--- src/sv/hnuv_pkg.sv ---
// Package for the host and user name validator: transaction structs,
// configuration register indexes, reset values and character classes.
// No dependencies.
package hnuv_pkg;

  localparam logic [7:0] HostLimitReset  = 8'd255;
  localparam logic [7:0] UserLimitReset  = 8'd32;
  localparam logic [6:0] LabelLimitReset = 7'd63;

  localparam logic [7:0] CharPeriod = 8'h2E;  // '.'
  localparam logic [7:0] CharHyphen = 8'h2D;  // '-'

  typedef enum logic [1:0] {
    CFG_HOST_LIMIT  = 2'd0,
    CFG_USER_LIMIT  = 2'd1,
    CFG_LABEL_LIMIT = 2'd2
  } cfg_idx_e;

  typedef struct packed {
    logic [7:0] char_code;
    logic       is_user_name;
    logic       final_char;
  } in_item_t;

  typedef struct packed {
    logic checked_user_name;
    logic name_ok;
    logic length_error;
    logic first_char_error;
    logic illegal_char_error;
    logic hyphen_end_error;
    logic label_error;
    logic digit_order_error;
    logic capital_with_digits_error;
  } out_item_t;

  typedef struct packed {
    logic length;
    logic first;
    logic illegal;
    logic hyphen;
    logic label;
    logic dig_order;
    logic caps;
  } err_t;

  typedef struct packed {
    logic [7:0] host_limit;
    logic [7:0] user_limit;
    logic [6:0] label_limit;
  } limits_t;

  function automatic logic is_upper(input logic [7:0] c);
    return (c >= 8'h41) && (c <= 8'h5A);
  endfunction

  function automatic logic is_lower(input logic [7:0] c);
    return (c >= 8'h61) && (c <= 8'h7A);
  endfunction

  function automatic logic is_digit(input logic [7:0] c);
    return (c >= 8'h30) && (c <= 8'h39);
  endfunction

endpackage

--- src/sv/hnuv_cfg.sv ---
// Configuration registers of the host and user name validator.
// Depends on hnuv_pkg.
module hnuv_cfg (
  input  logic              clk_i,
  input  logic              rst_ni,
  input  logic              cfg_valid_i,
  input  logic [1:0]        cfg_index_i,
  input  logic [7:0]        cfg_data_i,
  output logic              cfg_ready_o,
  output hnuv_pkg::limits_t limits_o
);
  import hnuv_pkg::*;

  limits_t limits_q, limits_d;

  assign cfg_ready_o = 1'b1;

  always_comb begin
    limits_d = limits_q;
    if (cfg_valid_i) begin
      case (cfg_idx_e'(cfg_index_i))
        CFG_HOST_LIMIT:  limits_d.host_limit  = cfg_data_i;
        CFG_USER_LIMIT:  limits_d.user_limit  = cfg_data_i;
        CFG_LABEL_LIMIT: limits_d.label_limit = cfg_data_i[6:0];
        default:         limits_d = limits_q;  // drop writes to unknown index
      endcase
    end
  end

  always_ff @(posedge clk_i or negedge rst_ni) begin
    if (!rst_ni) begin
      limits_q.host_limit  <= HostLimitReset;
      limits_q.user_limit  <= UserLimitReset;
      limits_q.label_limit <= LabelLimitReset;
    end else begin
      limits_q <= limits_d;
    end
  end

  assign limits_o = limits_q;

endmodule

--- src/sv/hnuv_core.sv ---
// Per-string check state and rule logic of the host and user name validator.
// Depends on hnuv_pkg.
module hnuv_core (
  input  logic                clk_i,
  input  logic                rst_ni,
  input  logic                fire_i,
  input  hnuv_pkg::in_item_t  item_i,
  input  hnuv_pkg::limits_t   limits_i,
  output hnuv_pkg::out_item_t result_o
);
  import hnuv_pkg::*;

  logic [8:0] char_count_q, char_count_d;
  logic [7:0] label_count_q, label_count_d;
  logic       prev_period_q, prev_period_d;
  logic       prev_hyphen_q, prev_hyphen_d;
  logic       first_upper_q, first_upper_d;
  logic       digit_seen_q, digit_seen_d;
  err_t       err_q, err_d, err_new;

  logic [7:0] c;
  logic       first, upper, digit, alpha, alnum, period, hyphen;
  logic [7:0] label_inc;

  always_comb begin
    c      = item_i.char_code;
    first  = (char_count_q == '0);
    upper  = is_upper(c);
    digit  = is_digit(c);
    alpha  = upper | is_lower(c);
    alnum  = alpha | digit;
    period = (c == CharPeriod);
    hyphen = (c == CharHyphen);

    char_count_d  = (char_count_q == '1) ? char_count_q : char_count_q + 9'd1;
    label_inc     = (label_count_q == '1) ? label_count_q : label_count_q + 8'd1;
    label_count_d = label_count_q;
    err_new       = '0;

    if (item_i.is_user_name) begin
      err_new.length    = char_count_d > {1'b0, limits_i.user_limit};
      err_new.first     = first & ~alpha;
      err_new.illegal   = ~alnum;
      err_new.caps      = digit & (first_upper_q | (first & upper));
      err_new.dig_order = alpha & digit_seen_q;
    end else begin
      err_new.length  = char_count_d > {1'b0, limits_i.host_limit};
      err_new.first   = first & ~alnum;
      err_new.illegal = ~first & ~alnum & ~period & ~hyphen;
      err_new.hyphen  = (period & prev_hyphen_q) | (item_i.final_char & hyphen);
      if (period) begin
        label_count_d = '0;
        err_new.label = prev_period_q & ~alnum;
      end else begin
        label_count_d = label_inc;
        err_new.label = (prev_period_q & ~alnum) | (label_inc > {1'b0, limits_i.label_limit});
      end
    end

    err_d         = err_q | err_new;
    first_upper_d = first ? upper : first_upper_q;
    digit_seen_d  = digit_seen_q | digit;
    prev_period_d = period & ~first;
    prev_hyphen_d = hyphen;

    result_o.checked_user_name         = item_i.is_user_name;
    result_o.name_ok                   = (err_d == '0);
    result_o.length_error              = err_d.length;
    result_o.first_char_error          = err_d.first;
    result_o.illegal_char_error        = err_d.illegal;
    result_o.hyphen_end_error          = err_d.hyphen;
    result_o.label_error               = err_d.label;
    result_o.digit_order_error         = err_d.dig_order;
    result_o.capital_with_digits_error = err_d.caps;
  end

  always_ff @(posedge clk_i or negedge rst_ni) begin
    if (!rst_ni) begin
      char_count_q  <= '0;
      label_count_q <= '0;
      prev_period_q <= 1'b0;
      prev_hyphen_q <= 1'b0;
      first_upper_q <= 1'b0;
      digit_seen_q  <= 1'b0;
      err_q         <= '0;
    end else if (fire_i) begin
      if (item_i.final_char) begin
        // verdict given: start the next string from scratch
        char_count_q  <= '0;
        label_count_q <= '0;
        prev_period_q <= 1'b0;
        prev_hyphen_q <= 1'b0;
        first_upper_q <= 1'b0;
        digit_seen_q  <= 1'b0;
        err_q         <= '0;
      end else begin
        char_count_q  <= char_count_d;
        label_count_q <= label_count_d;
        prev_period_q <= prev_period_d;
        prev_hyphen_q <= prev_hyphen_d;
        first_upper_q <= first_upper_d;
        digit_seen_q  <= digit_seen_d;
        err_q         <= err_d;
      end
    end
  end

  a_clear_after_final: assert property (@(posedge clk_i) disable iff (!rst_ni)
    fire_i && item_i.final_char |=> char_count_q == '0 && err_q == '0)
    else $error("string state not cleared after final character");

  a_count_moves_only_on_fire: assert property (@(posedge clk_i) disable iff (!rst_ni)
    !fire_i |=> $stable(char_count_q) && $stable(err_q))
    else $error("string state changed without a character");

endmodule

--- src/sv/host_and_user_name_validator.sv ---
// Top level of the host and user name validator: input register, check core,
// result register and configuration port. Depends on hnuv_pkg, hnuv_cfg, hnuv_core.
//
//  channel | direction | handshake                 | payload
//  --------+-----------+---------------------------+------------------------------
//  in      | sink      | in_valid_i / in_stall_o   | in_data_i  (hnuv_pkg::in_item_t)
//  out     | source    | out_valid_o / out_stall_i | out_data_o (hnuv_pkg::out_item_t)
//  cfg     | sink      | cfg_valid_i / cfg_ready_o | cfg_index_i, cfg_data_i
//
// One character per cycle sustained, unless a final character waits for room in the
// result register. A character is held in the input register; the check core updates
// the string state as it leaves, and a final character's verdict lands in the result
// register as the final character leaves the input register.
// Reset restores the three limit registers to 255, 32 and 63 and clears all
// string state; no clearing pass is needed.
// While a verdict waits under out_stall_i, non-final characters keep flowing;
// only a second final character holds in the input register until the result
// register frees.
module host_and_user_name_validator (
  input  logic                clk_i,
  input  logic                rst_ni,
  input  logic                in_valid_i,
  output logic                in_stall_o,
  input  hnuv_pkg::in_item_t  in_data_i,
  output logic                out_valid_o,
  input  logic                out_stall_i,
  output hnuv_pkg::out_item_t out_data_o,
  input  logic                cfg_valid_i,
  output logic                cfg_ready_o,
  input  logic [1:0]          cfg_index_i,
  input  logic [7:0]          cfg_data_i
);
  import hnuv_pkg::*;

  limits_t   limits;
  in_item_t  in_q;
  logic      in_valid_q;
  out_item_t out_q, result;
  logic      out_valid_q;
  logic      out_free;   // result register can take a verdict this cycle
  logic      fire;       // held character is checked and leaves the input register

  hnuv_cfg u_cfg (
    .clk_i       (clk_i),
    .rst_ni      (rst_ni),
    .cfg_valid_i (cfg_valid_i),
    .cfg_index_i (cfg_index_i),
    .cfg_data_i  (cfg_data_i),
    .cfg_ready_o (cfg_ready_o),
    .limits_o    (limits)
  );

  hnuv_core u_core (
    .clk_i    (clk_i),
    .rst_ni   (rst_ni),
    .fire_i   (fire),
    .item_i   (in_q),
    .limits_i (limits),
    .result_o (result)
  );

  assign out_free   = !out_valid_q || !out_stall_i;
  // non-final characters never wait; a final one waits for room in the result register
  assign fire       = in_valid_q && (!in_q.final_char || out_free);
  assign in_stall_o = in_valid_q && !fire;

  // Input register: load a new transaction whenever the held one leaves or none is held.
  always_ff @(posedge clk_i or negedge rst_ni) begin
    if (!rst_ni) begin
      in_valid_q <= 1'b0;
    end else if (!in_stall_o) begin
      in_valid_q <= in_valid_i;
    end
  end

  always_ff @(posedge clk_i) begin
    if (!in_stall_o && in_valid_i) begin
      in_q <= in_data_i;
    end
  end

  // Result register: advance on a verdict, drop valid once the transaction is taken.
  always_ff @(posedge clk_i or negedge rst_ni) begin
    if (!rst_ni) begin
      out_valid_q <= 1'b0;
    end else if (out_free) begin
      out_valid_q <= fire && in_q.final_char;
    end
  end

  always_ff @(posedge clk_i) begin
    if (out_free && fire && in_q.final_char) begin
      out_q <= result;
    end
  end

  assign out_valid_o = out_valid_q;
  assign out_data_o  = out_q;

  a_no_verdict_overwrite: assert property (@(posedge clk_i) disable iff (!rst_ni)
    out_valid_q && out_stall_i |=> out_valid_q && $stable(out_q))
    else $error("waiting verdict lost or changed");

  a_final_held_when_full: assert property (@(posedge clk_i) disable iff (!rst_ni)
    in_valid_q && in_q.final_char && out_valid_q && out_stall_i |-> in_stall_o)
    else $error("final character checked while result register full");

  a_ok_matches_flags: assert property (@(posedge clk_i) disable iff (!rst_ni)
    out_valid_q |-> out_q.name_ok == !(out_q.length_error || out_q.first_char_error ||
      out_q.illegal_char_error || out_q.hyphen_end_error || out_q.label_error ||
      out_q.digit_order_error || out_q.capital_with_digits_error))
    else $error("name_ok disagrees with error flags");

  a_plain_char_never_stalls: assert property (@(posedge clk_i) disable iff (!rst_ni)
    in_valid_q && !in_q.final_char |-> !in_stall_o)
    else $error("non-final character stalled");

endmodule
--- config.mk ---
export PLATFORM = sky130hd
export DESIGN_NAME = host_and_user_name_validator
export DESIGN_NICKNAME = d
export VERILOG_FILES = /design/src/sv/hnuv_pkg.sv /design/src/sv/hnuv_cfg.sv /design/src/sv/hnuv_core.sv /design/src/sv/host_and_user_name_validator.sv
export SDC_FILE = /design/constraint.sdc
export NUM_CORES = 1
export LEC_CHECK = 0
export BUFFER_PORTS_ARGS = -buffer_cell sky130_fd_sc_hd__buf_2
export CORE_MARGIN = 2
export CORE_UTILIZATION = 59
export DETAILED_ROUTE_END_ITERATION = 8
export PLACE_DENSITY = 0.85
export SETUP_SLACK_MARGIN = 0.3
export SLEW_MARGIN = 15
export SYNTH_ARGS = -nofsm -noshare
export SYNTH_HDL_FRONTEND = slang
export SYNTH_SLANG_ARGS = --single-unit
--- constraint.sdc ---
create_clock -name clk_i -period 4 [get_ports clk_i]
set_clock_uncertainty 0.05 [all_clocks]
set_input_delay 0.6 -clock clk_i [delete_from_list [all_inputs] [get_ports clk_i]]
set_output_delay 0.6 -clock clk_i [all_outputs]
set_load 0.005 [all_outputs]
# Word level (Yosys, flattened, before mapping)
# Index checks and enable logic that the tools add are counted.
dict set report totals {
  register_bits 72
  in_bits 25
  out_inout_bits 12
  word_cells 113
}
dict set report classes {
  n_addsub 2
  magnitude_cmp 9
  n_eq_ne 7
  n_mux 16
  bitwise 24
  n_reduce_logical 25
}
# cell n
set op_table {}
lappend op_table {{$mux 8} 4}
lappend op_table {{$gt 9x8->1} 2}
lappend op_table {{$mux 9} 2}
lappend op_table {{$eq 8x6->1 const B} 2}
lappend op_table {{$ge 8x7->1 const B} 2}
lappend op_table {{$le 8x7->1 const B} 2}
lappend op_table {{$and 1x1->1} 12}
lappend op_table {{$reduce_and 2->1} 5}
lappend op_table {{$add 9x1->9 const B} 1}
lappend op_table {{$eq 9x9->1 const B} 1}
lappend op_table {{$logic_and 1x1->1} 9}
lappend op_table {{$logic_not 9->1} 1}
lappend op_table {{$add 8x1->8 const B} 1}
lappend op_table {{$eq 8x8->1 const B} 1}
lappend op_table {{$ge 8x6->1 const B} 1}
lappend op_table {{$gt 8x7->1} 1}
lappend op_table {{$le 8x6->1 const B} 1}
lappend op_table {{$logic_not 7->1} 1}
lappend op_table {{$mux 7} 1}
lappend op_table {{$or 7x7->7} 1}
lappend op_table {{$mux 1} 6}
lappend op_table {{$or 1x1->1} 6}
lappend op_table {{$logic_not 1->1} 5}
lappend op_table {{$not 1->1} 5}
lappend op_table {{other kinds (8)} 10}

# Depth between registers and ports, before layout
dict set report logic_depth {
  depth_word 11
  ltp_mapped 14
  mapped_depth_nobuf 13
}

# By module
# From an unflattened synthesis, not the netlist that was laid out.
dict set report unflattened {
  hier_cells 359
  area_unflattened_um2 3895.0
}
# module instances cells_per_inst area_each_um2 seq_area_each_um2
set by_module_without_submodules {}
lappend by_module_without_submodules {hnuv_core 1 277 2313.5 700.7}
lappend by_module_without_submodules {hnuv_cfg 1 51 905.9 594.3}
lappend by_module_without_submodules {host_and_user_name_validator 1 31 675.6 620.6}

# Least setup slack after synthesis
# OpenSTA, ideal clock, no wires.
dict set report synth_path {
  path_type {register to register}
  startpoint {register u_core.char_count_q[0]}
  endpoint {register out_q, in the netlist out_data_o[7] (data pin)}
  setup_time_ns 0.134
  t_arrival_ns 2.846
  t_required_ns 3.816
  path_slack_ns 0.970
  stages_incl_launch_ff 15
  path_buffers 1
  period_less_slack_ns 3.030
  path_cell_list {dfrtp_1 -> ha_1 -> nand3_1 -> nor2_1 -> and3_1 -> clkbuf_1 -> nor2_1 -> xnor2_1 -> ha_1 -> o21ai_0 -> o211ai_1 -> or3_1 -> nand4_1 -> o211a_1 -> and4b_1}
}
# item line_no
set synth_rtl {}
lappend synth_rtl {{from (decl)} hnuv_core.sv:13} ;# logic [8:0] char_count_q, char_count_d;
lappend synth_rtl {{from (signal assigned)} hnuv_core.sv:97} ;# char_count_q <= char_count_d;
lappend synth_rtl {{to (signal assigned)} host_and_user_name_validator.sv:93} ;# out_q <= result;
lappend synth_rtl {{to (decl)} host_and_user_name_validator.sv:38} ;# out_item_t out_q, result;

==> flow_summary.ini <==
[outcome]
status = completed

[final_layout]
utilization = 0.676
final_layout_size_suffix_gt1_frac = 0.209
layout_common_cells = dfrtp_1 (38), buf_2 (35), inv_1 (33)
areaGrowthSynthToFinish_pct = 11.1
final_common_cell = dfrtp_1
fillers = 479
antenna_cells = 0
stdcell_count = 493
layout.nets = 462

[die]
coreArea_mm2 = 0.00631
die-area_mm2 = 0.00717
rows = 29
die_w_um = 84.7
die_h_um = 84.7
io_pins = 37
start_util = 0.608

[drt]
wl_met2_um = 3910
drc = 0
wl_met3_um = 367
drtIter0Drc = 238
wire_per_inst_um = 16.3
antenna_left = 0
wl_um = 8030
first_pass_iters = 4
wl_met1_um = 3620
vias = 2935
via_per_inst = 5.95
highest_layer = met4

[sta]
relSlewSlack = 0.594
setup_tns_ns = 0
timing.final.crit_share = 0.839
tightest_slew_ns = 0.604
worst_slack_ns = 0.642
final-hold-violation-count = 0
slew_viol_final = 0
clock.fmax_mhz = 298
rsz0062_at_grt = false
min_period_ns = 3.36
setup_violations = 0

[placed_design]
dp_hpwl_um = 6000
routabilityCongestion = 0.873
pre_cts_ws_ns = 0.714
portBuffers = 35
dpl.cell_count = 477

[grt]
grt_pass1_wl_um = 13600
grt_pass1_vias = 2864
antenna_found_initial = 0
grt_max_degree = 32
grtUsageTotal = 0.241
grt_overflow = 0

[logic_synthesis]
async_flop_share = 0.736
synth_top_flop_cell = dfrtp_1
synth_cell_types = 51
syn_area_mm2 = 0.00384
ys_warn_count = 0
synth-seq-cells = 72
ys_seq_area_frac = 0.499
synth_nets = 426
synth_edf_count = 19
syn_inst = 375
synth.avg_cell_area_um2 = 10.2

[flow_run]
cap_violations = 0

[setup_path]
crit_fanout = 7
critPathKind = reg2reg
r2r_setup_slack_ns = 0.64
end_kind = register
arrival_ns = 3.53
worstReg2RegStart = u_core.char_count_q[0]
reg2reg_depth = 13
reg2reg_to = out_data_o[7]
cp-start-kind = register
crit_required_ns = 4.17
cp-startpoint = u_core.char_count_q[0]

[cts]
holdBufCountCts = 0
cts-root-buf = clkbuf_8
cts.htree.levels = 3
clk_latency_ns = 0.36
post_cts_buffers = 0
cts_tree = yes
cts_sinks = 72
cts_resized = 0
numCtsBuffers = 9
clkSlewWorstSetupHoldPaths_ns = 0.08
clockBufferDepth = 2

[pwr]
irDropWorstVdd_uv = 340
finalPower_mw = 1.92
power_density_mw_per_mm2 = 450
total_leakage_power_nw = 2.01

[worst_hold_path]
hold_path.class = in2async
==> synth_stat cells, drive strengths merged, types with 3 or more instances <==
cell     n  share of area
dfstp   15           0.10
o211a    3         0.0078
nor2    29          0.028
nor2b    6         0.0098
clkbuf  11          0.011
inv     33          0.032
nor3b    3         0.0059
o21ai   24          0.031
nor3     5         0.0065
a22o     7          0.016
a21oi   23          0.030
o21bai   4         0.0078
xnor2    6          0.014
a21o     3         0.0059
edfxtp  19           0.15
nand3   17          0.022
mux2    18          0.053
dfrtp   38           0.25
ha      26          0.085
and3     4         0.0065
o22ai    4         0.0081
nand2   31          0.030
nand4    6         0.0098
a31oi    5         0.0081
==> registers in the layout (all words and copies together), names as in the netlist <==
signal                count
out_data_o                9
in_valid_q                1
u_core.label_count_q      8
out_valid_o               1
in_q                     10
u_cfg.limits_o           23
u_core.prev_period_q      1
u_core.first_upper_q      1
u_core.char_count_q       9
u_core.err_q              7
u_core.prev_hyphen_q      1
u_core.digit_seen_q       1
==> worst max-delay path, cell delays in order (launching register included) <==
cell	delay (ns)
dfrtp_1	0.42
ha_1	0.24
nand3_1	0.16
nor2_1	0.33
and3_1	0.37
nor2_1	0.14
xnor2_1	0.21
ha_1	0.27
o21ai_0	0.17
o211ai_1	0.10
or3_1	0.31
nand4_1	0.10
o211a_1	0.17
and4b_1	0.19
==> layer usage <==
metal	up-vias	GRT usage
li1	1412	-
met1	1436	0.332
met2	76	0.377
met3	11	0.0344
met4	0	0.120
met5	-	0
==> worst max-delay path by stage <==
stage	to	slack, ns	cells past startpoint
final	out_data_o[7]	0.64	13
after floorplan	out_data_o[7]	0.97	14
after CTS	out_data_o[7]	0.69	13
after global placement	out_data_o[7]	0.82	13
after detailed placement	out_data_o[7]	0.71	13
after global routing	out_data_o[7]	0.36	13
==> final cells by class <==
cell class / instances / area [um2] / share of cell area
inverter: 33 / 124 / 0.0290
multi-input combinational: 258 / 1750 / 0.411
clock inverter: 6 / 60.1 / 0.0141
tap: 77 / 96.3 / 0.0226
timing repair buffer: 37 / 190 / 0.0446
clock buffer: 10 / 128 / 0.0299
sequential: 72 / 1920 / 0.449
==> per-stage QoR <==
stage | instance area [um2] | hold slack, ns
3_3_place_gp | 4080 | 0.401
3_5_place_dp | 4080 | 0.416
4_1_cts | 4270 | 0.197
5_1_grt | 4270 | 0.213
6_report | 4270 | 0.181
2_1_floorplan | 3840 | 0.254
==> cell families after synthesis <==
group	synth area share
XOR/XNOR	0.0182
buffers and inverters	0.0450
other	0.000977
flip-flops	0.499
multiplexers	0.0580
AO/OA/AOI/OAI	0.142
AND/OR/NAND/NOR	0.152
adder cells (fa/ha/maj)	0.0847
==> power by group <==
part / internal (mW) / leakage [nW] / switching, mW / total [mW]
Clock: 0.285 / 0.0937 / 0.270 / 0.555
Combinational: 0.187 / 1.07 / 0.243 / 0.429
Sequential: 0.869 / 0.842 / 0.0686 / 0.937
Note: power is estimated with default switching activity, not from simulation.
